==> src/rtl/core/inverse_bilinear_quad_map_core_assert.svh <==
// Assertion macros shared by the core RTL.
`ifndef INVERSE_BILINEAR_QUAD_MAP_CORE_ASSERT_SVH
`define INVERSE_BILINEAR_QUAD_MAP_CORE_ASSERT_SVH

// Same-cycle implication, sampled on clk_i, off during reset.
`define IBQM_ASSERT_NOW(lbl, ante, cons) \
  lbl: assert property (@(posedge clk_i) disable iff (!rst_ni) (ante) |-> (cons)) \
    else $error("ibqm assertion failed");

// Next-cycle implication, sampled on clk_i, off during reset.
`define IBQM_ASSERT_NEXT(lbl, ante, cons) \
  lbl: assert property (@(posedge clk_i) disable iff (!rst_ni) (ante) |=> (cons)) \
    else $error("ibqm assertion failed");

`endif

==> src/rtl/core/ibqm_pkg.sv <==
`timescale 1ns / 1ps
package ibqm_pkg;

  localparam int Q_W   = 32;
  localparam int ACC_W = 42;
  localparam int FRAC  = 24;

  localparam logic signed [Q_W-1:0] Q_ONE  = 32'sd16777216;
  localparam logic signed [Q_W-1:0] Q_HALF = 32'sd8388608;
  localparam logic signed [Q_W-1:0] STEP_THR = 32'sd168;

  localparam logic [2:0] CFG_TL  = 3'd0;
  localparam logic [2:0] CFG_TR  = 3'd1;
  localparam logic [2:0] CFG_BR  = 3'd2;
  localparam logic [2:0] CFG_BL  = 3'd3;
  localparam logic [2:0] CFG_CAL = 3'd4;

  localparam logic [4:0] PC_DET  = 5'd23;
  localparam logic [4:0] PC_ERR  = 5'd24;
  localparam logic [4:0] PC_NUM  = 5'd29;
  localparam logic [4:0] PC_UPD  = 5'd30;
  localparam logic [4:0] PC_LAST = 5'd31;

  typedef enum logic [2:0] {
    ST_IDLE, ST_RUN, ST_DETCHK, ST_DIVU, ST_DIVV, ST_CONV, ST_DONE
  } state_e;

  typedef enum logic [1:0] {ACC_LD, ACC_ADD, ACC_SUB} acc_e;

  typedef enum logic [5:0] {
    S_ONE, S_U, S_V, S_OMU, S_OMV, S_W00, S_W10, S_W11, S_W01,
    S_TLX, S_TRX, S_BRX, S_BLX, S_TLY, S_TRY, S_BRY, S_BLY,
    S_DXT, S_DXB, S_DXL, S_DXR, S_DYT, S_DYB, S_DYL, S_DYR,
    S_POSX, S_POSY, S_PX, S_PY, S_DXU, S_DXV, S_DYU, S_DYV,
    S_EX, S_EY, S_DU, S_DV
  } src_e;

  typedef enum logic [4:0] {
    D_NONE, D_U, D_V, D_OMU, D_OMV, D_W00, D_W10, D_W11, D_W01,
    D_POSX, D_POSY, D_DXU, D_DXV, D_DYU, D_DYV, D_DET, D_EX, D_EY, D_NU, D_NV
  } dst_e;

  typedef struct packed {
    logic mul;
    acc_e mode;
    src_e a;
    src_e b;
    dst_e d;
  } uop_t;

  function automatic uop_t uop_f(input logic [4:0] pc);
    uop_t r;
    case (pc)
      5'd0:  r = '{1'b0, ACC_LD,  S_ONE,  S_U,   D_OMU};
      5'd1:  r = '{1'b0, ACC_LD,  S_ONE,  S_V,   D_OMV};
      5'd2:  r = '{1'b1, ACC_LD,  S_OMU,  S_OMV, D_W00};
      5'd3:  r = '{1'b1, ACC_LD,  S_U,    S_OMV, D_W10};
      5'd4:  r = '{1'b1, ACC_LD,  S_U,    S_V,   D_W11};
      5'd5:  r = '{1'b1, ACC_LD,  S_OMU,  S_V,   D_W01};
      5'd6:  r = '{1'b1, ACC_LD,  S_W00,  S_TLX, D_NONE};
      5'd7:  r = '{1'b1, ACC_ADD, S_W10,  S_TRX, D_NONE};
      5'd8:  r = '{1'b1, ACC_ADD, S_W11,  S_BRX, D_NONE};
      5'd9:  r = '{1'b1, ACC_ADD, S_W01,  S_BLX, D_POSX};
      5'd10: r = '{1'b1, ACC_LD,  S_W00,  S_TLY, D_NONE};
      5'd11: r = '{1'b1, ACC_ADD, S_W10,  S_TRY, D_NONE};
      5'd12: r = '{1'b1, ACC_ADD, S_W11,  S_BRY, D_NONE};
      5'd13: r = '{1'b1, ACC_ADD, S_W01,  S_BLY, D_POSY};
      5'd14: r = '{1'b1, ACC_LD,  S_OMV,  S_DXT, D_NONE};
      5'd15: r = '{1'b1, ACC_ADD, S_V,    S_DXB, D_DXU};
      5'd16: r = '{1'b1, ACC_LD,  S_OMU,  S_DXL, D_NONE};
      5'd17: r = '{1'b1, ACC_ADD, S_U,    S_DXR, D_DXV};
      5'd18: r = '{1'b1, ACC_LD,  S_OMV,  S_DYT, D_NONE};
      5'd19: r = '{1'b1, ACC_ADD, S_V,    S_DYB, D_DYU};
      5'd20: r = '{1'b1, ACC_LD,  S_OMU,  S_DYL, D_NONE};
      5'd21: r = '{1'b1, ACC_ADD, S_U,    S_DYR, D_DYV};
      5'd22: r = '{1'b1, ACC_LD,  S_DXU,  S_DYV, D_NONE};
      5'd23: r = '{1'b1, ACC_SUB, S_DXV,  S_DYU, D_DET};
      5'd24: r = '{1'b0, ACC_LD,  S_POSX, S_PX,  D_EX};
      5'd25: r = '{1'b0, ACC_LD,  S_POSY, S_PY,  D_EY};
      5'd26: r = '{1'b1, ACC_LD,  S_DYV,  S_EX,  D_NONE};
      5'd27: r = '{1'b1, ACC_SUB, S_DXV,  S_EY,  D_NU};
      5'd28: r = '{1'b1, ACC_LD,  S_DXU,  S_EY,  D_NONE};
      5'd29: r = '{1'b1, ACC_SUB, S_DYU,  S_EX,  D_NV};
      5'd30: r = '{1'b0, ACC_LD,  S_U,    S_DU,  D_U};
      5'd31: r = '{1'b0, ACC_LD,  S_V,    S_DV,  D_V};
      default: r = '{1'b0, ACC_LD, S_ONE, S_ONE, D_NONE};
    endcase
    return r;
  endfunction

  function automatic logic signed [Q_W-1:0] sat32_f(input logic signed [ACC_W-1:0] a);
    logic signed [ACC_W-1:0] hi;
    logic signed [ACC_W-1:0] lo;
    hi = ACC_W'(32'sh7fffffff);
    lo = -ACC_W'(64'sh80000000);
    if (a > hi) return 32'sh7fffffff;
    if (a < lo) return 32'sh80000000;
    return a[Q_W-1:0];
  endfunction

  function automatic logic [12:0] to_q112_f(input logic signed [Q_W-1:0] q);
    logic [Q_W-1:0] t;
    if (q < 0) return 13'd0;
    if (q > Q_ONE) return 13'd4096;
    t = q + 32'd2048;
    return t[24:12];
  endfunction

  function automatic logic [12:0] clamp_raw_f(input logic signed [15:0] x);
    if (x < 0) return 13'd0;
    if (x > 16'sd4096) return 13'd4096;
    return x[12:0];
  endfunction

endpackage

==> src/rtl/core/ibqm_div.sv <==
`timescale 1ns / 1ps
module ibqm_div
  import ibqm_pkg::*;
(
  input  logic                    clk_i,
  input  logic                    rst_ni,
  input  logic                    start_i,
  input  logic signed [Q_W-1:0]   num_i,
  input  logic signed [ACC_W-1:0] den_i,
  output logic                    done_o,
  output logic signed [Q_W-1:0]   quo_o
);

  // (num * 2^24) / den, truncated toward zero, saturated to 32 bits.
  logic [Q_W-1:0]   num_mag;
  logic [ACC_W-1:0] den_mag;
  logic [ACC_W-1:0] den_q;
  logic [ACC_W-1:0] rem_q;
  logic [Q_W-1:0]   low_q;
  logic [Q_W-1:0]   quo_q;
  logic [5:0]       cnt_q;
  logic             busy_q;
  logic             done_q;
  logic             neg_q;
  logic             ovf_q;
  logic [ACC_W:0]   trial;
  logic [ACC_W:0]   diff;

  assign num_mag = num_i[Q_W-1] ? Q_W'(-num_i) : Q_W'(num_i);
  assign den_mag = den_i[ACC_W-1] ? ACC_W'(-den_i) : ACC_W'(den_i);
  assign trial   = {rem_q, low_q[Q_W-1]};
  assign diff    = trial - {1'b0, den_q};

  always_ff @(posedge clk_i or negedge rst_ni) begin
    if (!rst_ni) begin
      busy_q <= 1'b0;
      done_q <= 1'b0;
      cnt_q  <= '0;
    end else begin
      done_q <= busy_q && (cnt_q == 6'd1);
      if (start_i) begin
        busy_q <= 1'b1;
        cnt_q  <= 6'd32;
      end else if (busy_q) begin
        cnt_q <= cnt_q - 6'd1;
        if (cnt_q == 6'd1) begin
          busy_q <= 1'b0;
        end
      end
    end
  end

  always_ff @(posedge clk_i) begin
    if (start_i) begin
      den_q <= den_mag;
      rem_q <= ACC_W'(num_mag[Q_W-1:8]);
      low_q <= {num_mag[7:0], 24'd0};
      quo_q <= '0;
      neg_q <= num_i[Q_W-1] ^ den_i[ACC_W-1];
      ovf_q <= ACC_W'(num_mag[Q_W-1:8]) >= den_mag;
    end else if (busy_q) begin
      low_q <= {low_q[Q_W-2:0], 1'b0};
      if (!diff[ACC_W]) begin
        rem_q <= diff[ACC_W-1:0];
        quo_q <= {quo_q[Q_W-2:0], 1'b1};
      end else begin
        rem_q <= trial[ACC_W-1:0];
        quo_q <= {quo_q[Q_W-2:0], 1'b0};
      end
    end
  end

  always_comb begin
    if (ovf_q) begin
      quo_o = neg_q ? 32'sh80000000 : 32'sh7fffffff;
    end else if (!neg_q) begin
      quo_o = quo_q[Q_W-1] ? 32'sh7fffffff : $signed(quo_q);
    end else begin
      quo_o = (quo_q > 32'h80000000) ? 32'sh80000000 : $signed(-quo_q);
    end
  end

  assign done_o = done_q;

endmodule

==> config.mk <==
export PLATFORM = sky130hd
export DESIGN_NAME = ibqm_div
export DESIGN_NICKNAME = d
export VERILOG_FILES = /design/src/rtl/core/inverse_bilinear_quad_map_core_assert.svh /design/src/rtl/core/ibqm_pkg.sv /design/src/rtl/core/ibqm_div.sv
export SDC_FILE = /design/constraint.sdc
export NUM_CORES = 1
export LEC_CHECK = 0
export ABC_AREA = 1
export ABC_CLOCK_PERIOD_IN_PS = 2370
export BUFFER_PORTS_ARGS = -buffer_cell sky130_fd_sc_hd__buf_2
export CELL_PAD_IN_SITES_DETAIL_PLACEMENT = 0
export CELL_PAD_IN_SITES_GLOBAL_PLACEMENT = 2
export CORE_UTILIZATION = 31
export DETAILED_ROUTE_END_ITERATION = 7
export GPL_ROUTABILITY_DRIVEN = 0
export GPL_TIMING_DRIVEN = 0
export PLACE_DENSITY = 0.81
export SLEW_MARGIN = 20
export SYNTH_ARGS = -nofsm -noshare
export SYNTH_HDL_FRONTEND = slang
export SYNTH_SLANG_ARGS = --single-unit
==> constraint.sdc <==
create_clock -name clk_i -period 2.37 [get_ports clk_i]
set_input_delay 0.3555 -clock clk_i [delete_from_list [all_inputs] [get_ports clk_i]]
set_output_delay 0.3555 -clock clk_i [all_outputs]
set_load 0.02 [all_outputs]
==> flow_summary.toml, run 1 <==
[worst_setup_path]
critical_path_required_ns = 2.01
start_kind = "register"
worst-path-buf-inv = 4
max_stage_delay_ns = 0.33
crit_slowest_cell = "dfxtp_2"
critPathMaxFanout = 6
cpMostUsedCell = "nor2_4"
worstSetupPathType = "reg2out"
crit_arrival_ns = 2.43
cp-end-kind = "output pin"
cp_top_family = "simple AND/OR/NAND/NOR gates"
path_cells = "inv_4 -> ha_4 -> nand4_1 -> nor2_4 -> a31oi_4 -> nor2_4 -> buf_12 -> nand2_8 -> clkinv_4 -> nand3_1 -> o211ai_1 -> buf_4"

[finish]
syn2layout_area_growth_pct = 46.9
nFillCells = 3890
multi_input_area_um2 = 9650
regArea_um2 = 3500
antennaDiodeCount = 0
drive_gt1_share_pct = 34.2
fin_nets = 2212
fin_cells = 2587

[cts]
cts-buffers-inserted = 17
cts_sinks = 134
htree_levels = 4
cts.reportedPaths.clkPinSlew_ns = 0.07
clock_path_buffers = 2
clock_latency_ns = 0.43
cts_root_buf = "clkbuf_16"
cts_tree = "yes"

[floorplanning]
pin_count = 110
core_area_um2 = 37900
start_util_pct = 31.7
die_y_um = 199
die_x_um = 199
row_count = 71
die-area_um2 = 39600

[synth]
synth_top_area_share_pct = 19.0
netlist_top_cells_count = "nand2_1, inv_1, nor2_1, nand3_1"
synth-seq-area-share_pct = 28.9
synthFlopType = "edfxtp_1"
syn_area_per_cell_um2 = 6.59
synth_edf_count = 76
syn_inst = 1826
postSynth.asyncResetShare_pct = 5.97
syn_area_um2 = 12000
synthTopCellsByArea = "edfxtp_1, nand2_1, inv_1"
post-synth-top-area-cell = "edfxtp_1"
yosys_warnings = 0
yosys.cell_types.count = 51
synth.ff_latch_count = 134
syn_nets = 1975
yosysMostFrequentCell = "nand2_1"

[hold_path]
hp-class = "in2reg"

[outcome]
violations = "negative setup slack"
status = "finished, violations left"

[job]
maxCapViolCount = 0

[timing]
fin_ws_ns = -0.414
fin_tns_setup_ns = -13.29
final.period_utilization_pct = 117
worst_pin_slew_ns = 0.972
fmax_ghz = 0.359
rsz0062_at_grt = "yes"
skew_ns = 0.0140
setup_violations = 73
period_needed_ns = 2.78
hold_viol_final = 0
max-slew-margin-rel_pct = 35.2
drv_slew = 0

[drt]
drc_errors = 0
post_drt_wl_per_cell_um = 16.9
vias = 12600
antenna_left = 0
firstDrtPassIters = 8
routed_wl_mm = 43.7
dr.first_iter.drc_count = 734
viasPerCell = 4.85

[grt]
antenna_found_initial = 0
grtUsageTotal_pct = 22.1
grt_pass1_wl_mm = 67.6
grt_overflow = 0
grt_pass1_vias = 12400
grt_max_degree = 50

[placement]
dp.cells = 2445
portBuffers = 107
dp_hpwl_mm = 33.0

[power]
peakVddDrop_v = 0.000551
p_leak_nw = 8.21
p_per_area_nw_per_um2 = 1020
[flip-flops by register name, summed over array words and instances, names as in the netlist]
name	count
neg_q	1
busy_q	1
quo_q	32
rem_q	42
ovf_q	1
cnt_q	6
done_o	1
low_q	8
den_q	42
[per-stage QoR]
step | instance area (µm²) | hold slack (ns) | setup slack [ns] | util, % | total power (W)
3_5_place_dp | 13300 | 0.220 | -1.24 | 35.1 | 0.0105
5_1_grt | 17700 | 0.202 | -0.572 | 46.6 | 0.0193
6_report | 17700 | 0.196 | -0.414 | 46.6 | 0.0181
4_1_cts | 16500 | 0.181 | -0.416 | 43.6 | 0.0167
2_1_floorplan | 12100 | 0.0599 | -0.161 | - | 0.00848
3_3_place_gp | 13300 | 0.215 | -1.81 | 35.0 | 0.0105
[metal layers]
metal  track usage, %  vias up  routed length [µm]
li1                 -     6409                   -
met1             29.4     5852               19900
met2             38.3      247               21300
met3             2.01       50                1470
met4             5.50        0                 979
met5                0        -                   0
[where the power goes]
group	internal [W]	switching, W
logic	0.00512	0.00676
clock network	0.00169	0.00118
registers	0.00299	0.000379
[cells in the final DEF (no fill, tap or decap), types with 12 or more instances in the layout]
master and count:
nor2_2 17, clkbuf_16 17, nand3_4 12, nand3_1 68, inv_2 46, o21ai_1 22
nand4_1 23, a21oi_2 13, dfxtp_1 39, nand2_2 64, nor2_4 21, o22ai_1 32
buf_4 72, nand3_2 50, edfxtp_1 76, ha_4 32, o21ai_2 17, xor2_2 20
clkbuf_1 17, xor2_1 60, nand2_1 393, o21ai_0 50, nor2_1 154, xnor2_1 23
buf_2 75, a21oi_1 57, nand2_4 52, nor3_1 31, inv_1 235, a21oi_4 12
ha_1 34, buf_12 14, buf_6 56
[cells by family (layout without fill, tap and decap cells)]
group	count (synthesis)	count (layout)	share of synthesized area, %
AOI/OAI and AO/OA	257	257	12.2
xor gates and xnor gates	107	107	7.78
adders and majority gates	72	72	7.54
buffers and inverters	331	580	10.8
DFF	134	134	28.9
and+or+nand+nor	925	926	32.7
[worst paths after layout]
| check | cells after the start | end | start | slack [ns] |
|---|---|---|---|---|
| worst max-delay path | 12 | quo_o[29] | quo_q[0] | -0.41 |
| worst min-delay path | 3 | low_q[24] | num_i[0] | 0.20 |
| worst max register to register | 17 | rem_q[19] | den_q[0] | -0.17 |
| worst min register to register | 2 | rem_q[31] | rem_q[31] | 0.48 |
| max in group asynchronous | 2 | cnt_q[0] | rst_ni | 1.90 |
| min in group asynchronous | 2 | done_o | rst_ni | 0.30 |
[worst min-delay path: cells and delay by family]
family / cells / cell delay [ns]
buffers and inverters: 2 / 0.13
AND/OR/NAND/NOR: 1 / 0.05
[layout make-up]
type | count | share of cell area [%]
tap | 511 | 3.61
buffer | 37 | 1.48
clock buffer | 18 | 2.43
sequential | 134 | 19.8
inverter | 292 | 6.37
multi-input combinational | 1362 | 54.5
timing repair buffer | 219 | 10.7
clock inverter | 14 | 1.05
[timing repair]
item | CTS | global route
setup buffers | 78 | 39
gates resized for setup | 436 | 270
endpoints found under the setup margin | 127 | 87
pin swaps | 103 | 111
cloned | 9 | 0
hold buffers | 1 | 0
hold endpoints to repair | 8 | 0
(Power assumes the default switching activity.)
==> inputs of run 2 (changes only) <==
Settings changed: ABC_CLOCK_PERIOD_IN_PS 2370 to not set, CORE_UTILIZATION 31 to 34, PLACE_DENSITY 0.81 to 0.84.
Clock period 2.37 ns to 2.95 ns, I/O delays scaled along.
==> run 2 against run 1 <==
Net effect: core utilization decreased by 4.9 points; global-route usage increased by 0.12 points; critical path depth increased by 9; total power decreased by 39%; clock power decreased by 24%; register-to-register slack improved by 0.29 ns; the run now ends clean; cell count decreased by 5.1%; first-iteration DRC count decreased by 1.4%; design area decreased by 18%; non-clock buffer count decreased by 76; die area decreased by 8.7%; highest routed layer unchanged; combinational power decreased by 48%.
==> flow_summary.toml, run 2 (synthesis gave the netlist of run 1 again) <==
[grt]
grtUsageTotal_pct = 22.2
antenna_found_initial = 0
grt_pass1_vias = 11700
grt_pass1_wl_mm = 62.5
grt_overflow = 0
grt_max_degree = 50

[placement]
place_area_um2 = 13200
dp.cells = 2389
dp_slack_ns = -1.14
dp_hpwl_mm = 31.9
portBuffers = 107

[finish]
layout_commonest_cell = "nand2_1"
antennaDiodeCount = 0
syn2layout_area_growth_pct = 20.4
fin_cells = 2454
fin_nets = 2135
reg_top3 = "den_q (42), rem_q (42), quo_q (32)"
drive_gt1_share_pct = 15.3
final_area_um2 = 14500
final_cell_mix = "nand2_1, inv_1, nor2_1, nand3_1, buf_2"

[worst_setup_path]
crit_slowest_cell = "ha_1"
cp_top_family = "simple AND/OR/NAND/NOR gates"
path_cells = "buf_8 -> inv_6 -> nand3_4 -> nor2_4 -> nand2_2 -> nor3_4 -> nand4_1 -> inv_2 -> a21oi_2 -> xor2_1 -> ha_1 -> nand2_2 -> inv_2 -> nand3_4 -> nor3_4 -> nand2_1 -> nand2_1 -> nand2_2 -> a21oi_2 -> nor2_1 -> nor2_2"
cp-end-kind = "register"
cpMostUsedCell = "nand2_2"
start_kind = "primary input"
critPathMaxFanout = 6
max_stage_delay_ns = 0.33
crit_arrival_ns = 3.18
worst-path-buf-inv = 4
critical_path_required_ns = 3.20
worstSetupPathType = "in2reg"

[cts]
cts_root_buf = "clkbuf_16"
cts_sinks = 134
htree_levels = 4
cts-buffers-inserted = 17
cts_tree = "yes"
cts.reportedPaths.clkPinSlew_ns = 0.06
clock_latency_ns = 0.44
clock_path_buffers = 2

[drt]
dr.first_iter.drc_count = 724
antenna_left = 0
post_drt_wl_per_cell_um = 16.1
viasPerCell = 4.90
routed_wl_mm = 39.5
vias = 12000
drc_errors = 0
firstDrtPassIters = 5

[floorplanning]
row_count = 68
die-area_um2 = 36200
start_util_pct = 34.7
die_y_um = 190
pin_count = 110
die_x_um = 190
core_area_um2 = 34700

[timing]
period_needed_ns = 2.94
worst_pin_slew_ns = 0.741
final.period_utilization_pct = 99.5
fmax_ghz = 0.341
rsz0062_at_grt = "yes"
fin_tns_setup_ns = 0
hold_viol_final = 0
drv_slew = 0
skew_ns = 0.0114
setup_violations = 0
fin_ws_ns = 0.0136
max-slew-margin-rel_pct = 50.4
whs_ns = 0.274

[power]
p_leak_nw = 7.13
p_per_area_nw_per_um2 = 760
peakVddDrop_v = 0.000371

[outcome]
status = "finished clean"

[job]
maxCapViolCount = 0

[hold_path]
hp-class = "in2reg"
[run 2: changes by cell type in the layout (fill, tap and decap cells not counted), moves of 22 or more]
cell     previous run  this run
ha_4               32         1
buf_4              72        43
o21ai_0            50        72
inv_2              46        13
nand3_2            50        11
buf_6              56         8
ha_1               34        69
inv_1             235       272
nand2_4            52         2
nand2_1           393       493
nand2_2            64        17
nand3_1            68       115
[run 2: final timing paths]
kind / to / cells after the start / slack (ns) / start
setup reg to reg: rem_q[6] / 15 / 0.12 / den_q[0]
min in group asynchronous: cnt_q[0] / 2 / 0.38 / rst_ni
hold / removal: den_q[0] / 1 / 0.27 / den_i[0]
setup / recovery: ovf_q / 21 / 0.01 / num_i[2]
max in group asynchronous: cnt_q[2] / 2 / 2.40 / rst_ni
hold reg to reg: rem_q[32] / 2 / 0.47 / rem_q[32]
[run 2: timing repair]
action                                  4_1_cts  5_1_grt
pin swaps                                    13       35
endpoints found under the setup margin       56       56
setup buffers                                14       18
hold buffers                                  1        0
endpoints found under the hold margin         8        0
gates resized for setup                      42       96
[run 2: per-stage QoR]
step / utilization, % / total power [W]
finish: 41.8 / 0.0110
global placement: 37.9 / 0.00837
floorplan: - / 0.00679
global route: 41.8 / 0.0119
CTS: 40.5 / 0.0108
detailed placement: 38.0 / 0.00838
[run 2: cell type report]
type	count	area, µm²
clock buffer	18	429
sequential	134	3480
inverter	292	1110
fill	3825	20200
multi-input combinational	1361	7650
clock inverter	14	153
tap	455	569
timing repair buffer	141	867
buffer	39	239
[run 2: worst reg2reg max path, stage by stage, from the launching register on]
cell,delay [ns]
edfxtp_1,0.37
ha_1,0.23
fa_1,0.41
inv_1,0.07
nand3_1,0.07
nand2_2,0.15
a21oi_4,0.10
o21bai_4,0.20
nand2_1,0.13
nand3_2,0.10
nand2_1,0.08
nand2_4,0.18
buf_12,0.17
nand2_1,0.06
nand3_1,0.10
o21ai_0,0.11
[run 2: where the power goes]
part	total, W	switching [W]	internal, W	leakage (nW)
Combinational	0.00622	0.00392	0.00230	5.58
Clock	0.00218	0.000931	0.00125	0.267
Sequential	0.00261	0.000215	0.00240	1.28
Total	0.0110	0.00507	0.00595	7.13
[run 2: metal layers]
| metal | wire length (µm) | share of wire, % | track usage [%] | vias to the layer above |
|---|---|---|---|---|
| met1 | 19300 | 49 | 30.6 | 5482 |
| met5 | 0 | 0 | 0 | - |
| met3 | 1330 | 3.4 | 2.51 | 35 |
| met4 | 618 | 1.6 | 5.72 | 0 |
| met2 | 18300 | 46 | 36.8 | 255 |
| li1 | - | - | - | 6250 |
==> inputs of run 3 (changes only) <==
Settings changed: CELL_PAD_IN_SITES_DETAIL_PLACEMENT 0 to 1, CELL_PAD_IN_SITES_GLOBAL_PLACEMENT 2 to 1, CORE_UTILIZATION 34 to 44, REMOVE_ABC_BUFFERS set to 1.
==> run 3 against run 2 <==
Net effect: critical endpoint unchanged; clock-buffer cell count down 1; cell count down 4.7%; combinational power up 10%; core utilization up 13 points; the run now ends with negative setup slack left; clock skew about the same; via count up 15%; largest power group unchanged; design area up 0.99%; critical path type unchanged; worst hold slack worse by 0.011 ns; clock power up 2%; sequential share of layout area down 0.18 points; sequential power up 2%; highest routed layer unchanged.
==> flow_summary.toml, run 3 (synthesis gave the netlist of run 1 again) <==
[cts]
htree_levels = 4
cts_sinks = 134
cts_root_buf = "clkbuf_16"
clock_path_buffers = 2
cts.reportedPaths.clkPinSlew_ns = 0.07
cts_tree = "yes"
clock_latency_ns = 0.46
cts-buffers-inserted = 17

[floorplanning]
row_count = 60
die-area_um2 = 28000
core_area_um2 = 26900
pin_count = 110
die_y_um = 167
start_util_pct = 44.8
die_x_um = 167

[worst_setup_path]
worstSetupPathType = "in2reg"
cpMostUsedCell = "a21oi_2"
reg2reg_from = "rem_q[1]"
r2r_slack_ns = 0.05
path_cells = "buf_2 -> nor2_4 -> nand3_2 -> nor4_4 -> nand4_1 -> inv_2 -> a21oi_2 -> xor2_2 -> ha_1 -> buf_4 -> a21oi_2 -> o21ai_0 -> a21oi_1 -> nand2_1 -> nand2_2 -> a21oi_2 -> nor2_1 -> nor2_1"
rr_worst_depth = 13
start_kind = "primary input"
r2r-end = "rem_q[17]"
cp-end-kind = "register"
cp_top_family = "simple AND/OR/NAND/NOR gates"
worst-path-buf-inv = 3
max_stage_delay_ns = 0.39
crit_arrival_ns = 3.45
critical_path_required_ns = 3.15
crit_slowest_cell = "nor4_4"
critPathMaxFanout = 3

[finish]
nFillCells = 3556
drive_gt1_share_pct = 17.4
fin_cells = 2339
reg_top3 = "den_q (42), rem_q (42), quo_q (32)"
layout_commonest_cell = "nand2_1"
regArea_um2 = 3490
finalCoreUtilization_pct = 54.5
syn2layout_area_growth_pct = 21.6
fin_nets = 2131
multi_input_area_um2 = 7920
final_cell_mix = "nand2_1, inv_1, nor2_1, nand3_1, buf_2"

[timing]
rsz0062_at_grt = "yes"
period_needed_ns = 3.25
drv_slew = 0
hold_viol_final = 0
setup_violations = 7
final.period_utilization_pct = 110
fin_ws_ns = -0.305
fmax_ghz = 0.307
worst_pin_slew_ns = 1.14
max-slew-margin-rel_pct = 23.7
skew_ns = 0.0114

[drt]
viasPerCell = 5.89
vias = 13800
routed_wl_mm = 51.6
drc_errors = 0
dr.first_iter.drc_count = 1074
post_drt_wl_per_cell_um = 22.1
firstDrtPassIters = 5
antenna_left = 0

[grt]
top_usage_layer = "met2"
grt_max_degree = 68
grt_pass1_wl_mm = 72.7
grt_pass1_vias = 13700
met3_usage_pct = 5.63
use_met1_pct = 38.0
grtUsageMet2_pct = 57.9
grtUsageTotal_pct = 32.9
antenna_found_initial = 3
grt_overflow = 0

[outcome]
violations = "negative setup slack"
status = "finished, violations left"

[placement]
portBuffers = 109
dp_hpwl_mm = 32.8
dp.cells = 2239

[job]
maxCapViolCount = 0

[power]
p_per_area_nw_per_um2 = 802
peakVddDrop_v = 0.000372
p_leak_nw = 7.24
total_power_w = 0.0117

[hold_path]
min_from = "den_i[0]"
hp-class = "in2reg"
whs_path_depth = 1
hold_end = "den_q[0]"
## run 3: area by class of cell
cell class / instances / area share (%)
well taps: 341 / 2.91
clock buffers: 17 / 2.90
inverters: 292 / 7.69
multi-input cells: 1369 / 54.1
flip-flops and latches: 134 / 23.8
diodes: 3 / 0.0513
repair buffers: 168 / 7.49
clock inverters: 15 / 1.06
## run 3: per-stage QoR
step / setup WS (ns) / setup TNS (ns) / hold WS, ns / instance area (µm²)
after floorplan: -0.0711 / -2.72 / 0.147 / 11800
after global placement: -2.66 / -199.43 / 0.291 / 12800
after detailed placement: -0.773 / -20.13 / 0.294 / 12900
after CTS: 0.00205 / 0 / 0.242 / 13900
after global routing: -0.410 / -2.76 / 0.257 / 14600
final: -0.305 / -0.516 / 0.262 / 14600
## run 3: metal layers
layer / part of all wire, % / routed length [µm]
met1: 39 / 20200
met2: 49 / 25200
met3: 6.1 / 3170
met4: 6.0 / 3100
met5: 0 / 0
## run 3: worst max path at each step
stage	start	endpoint	slack (ns)	cells past startpoint
6_report	num_i[7]	ovf_q	-0.30	18
5_1_grt	num_i[9]	ovf_q	-0.41	18
4_1_cts	quo_q[0]	quo_o[12]	0.002	11
3_5_place_dp	num_i[0]	ovf_q	-0.77	16
3_3_place_gp	start_i	low_q[31]	-2.66	3
2_1_floorplan	start_i	low_q[24]	-0.07	2
## run 3: power by group
part / total [W] / internal, W / switching, W
clock network: 0.00223 / 0.00113 / 0.00110
logic: 0.00685 / 0.00233 / 0.00452
registers: 0.00266 / 0.00240 / 0.000259
total: 0.0117 / 0.00586 / 0.00587
## run 3: worst register-to-register path: stages (launching register included)
cell	delay [ns]
edfxtp_1	0.41
ha_1	0.39
nand2_1	0.08
o21ai_0	0.56
nand2_1	0.13
nand2_1	0.21
nand2_1	0.08
nand2_1	0.20
nand2_1	0.08
nand2_1	0.15
xnor2_1	0.14
nand2_1	0.08
nand3_1	0.09
nand2_1	0.06
## run 3: repair_timing
action | 4_1_cts | 5_1_grt
hold buffers | 1 | 0
buffers inserted | 22 | 34
endpoints found under the setup margin | 76 | 64
endpoints found under the hold margin | 8 | 0
resized for setup | 68 | 101
pin swaps | 31 | 54
gates cloned | 5 | 3
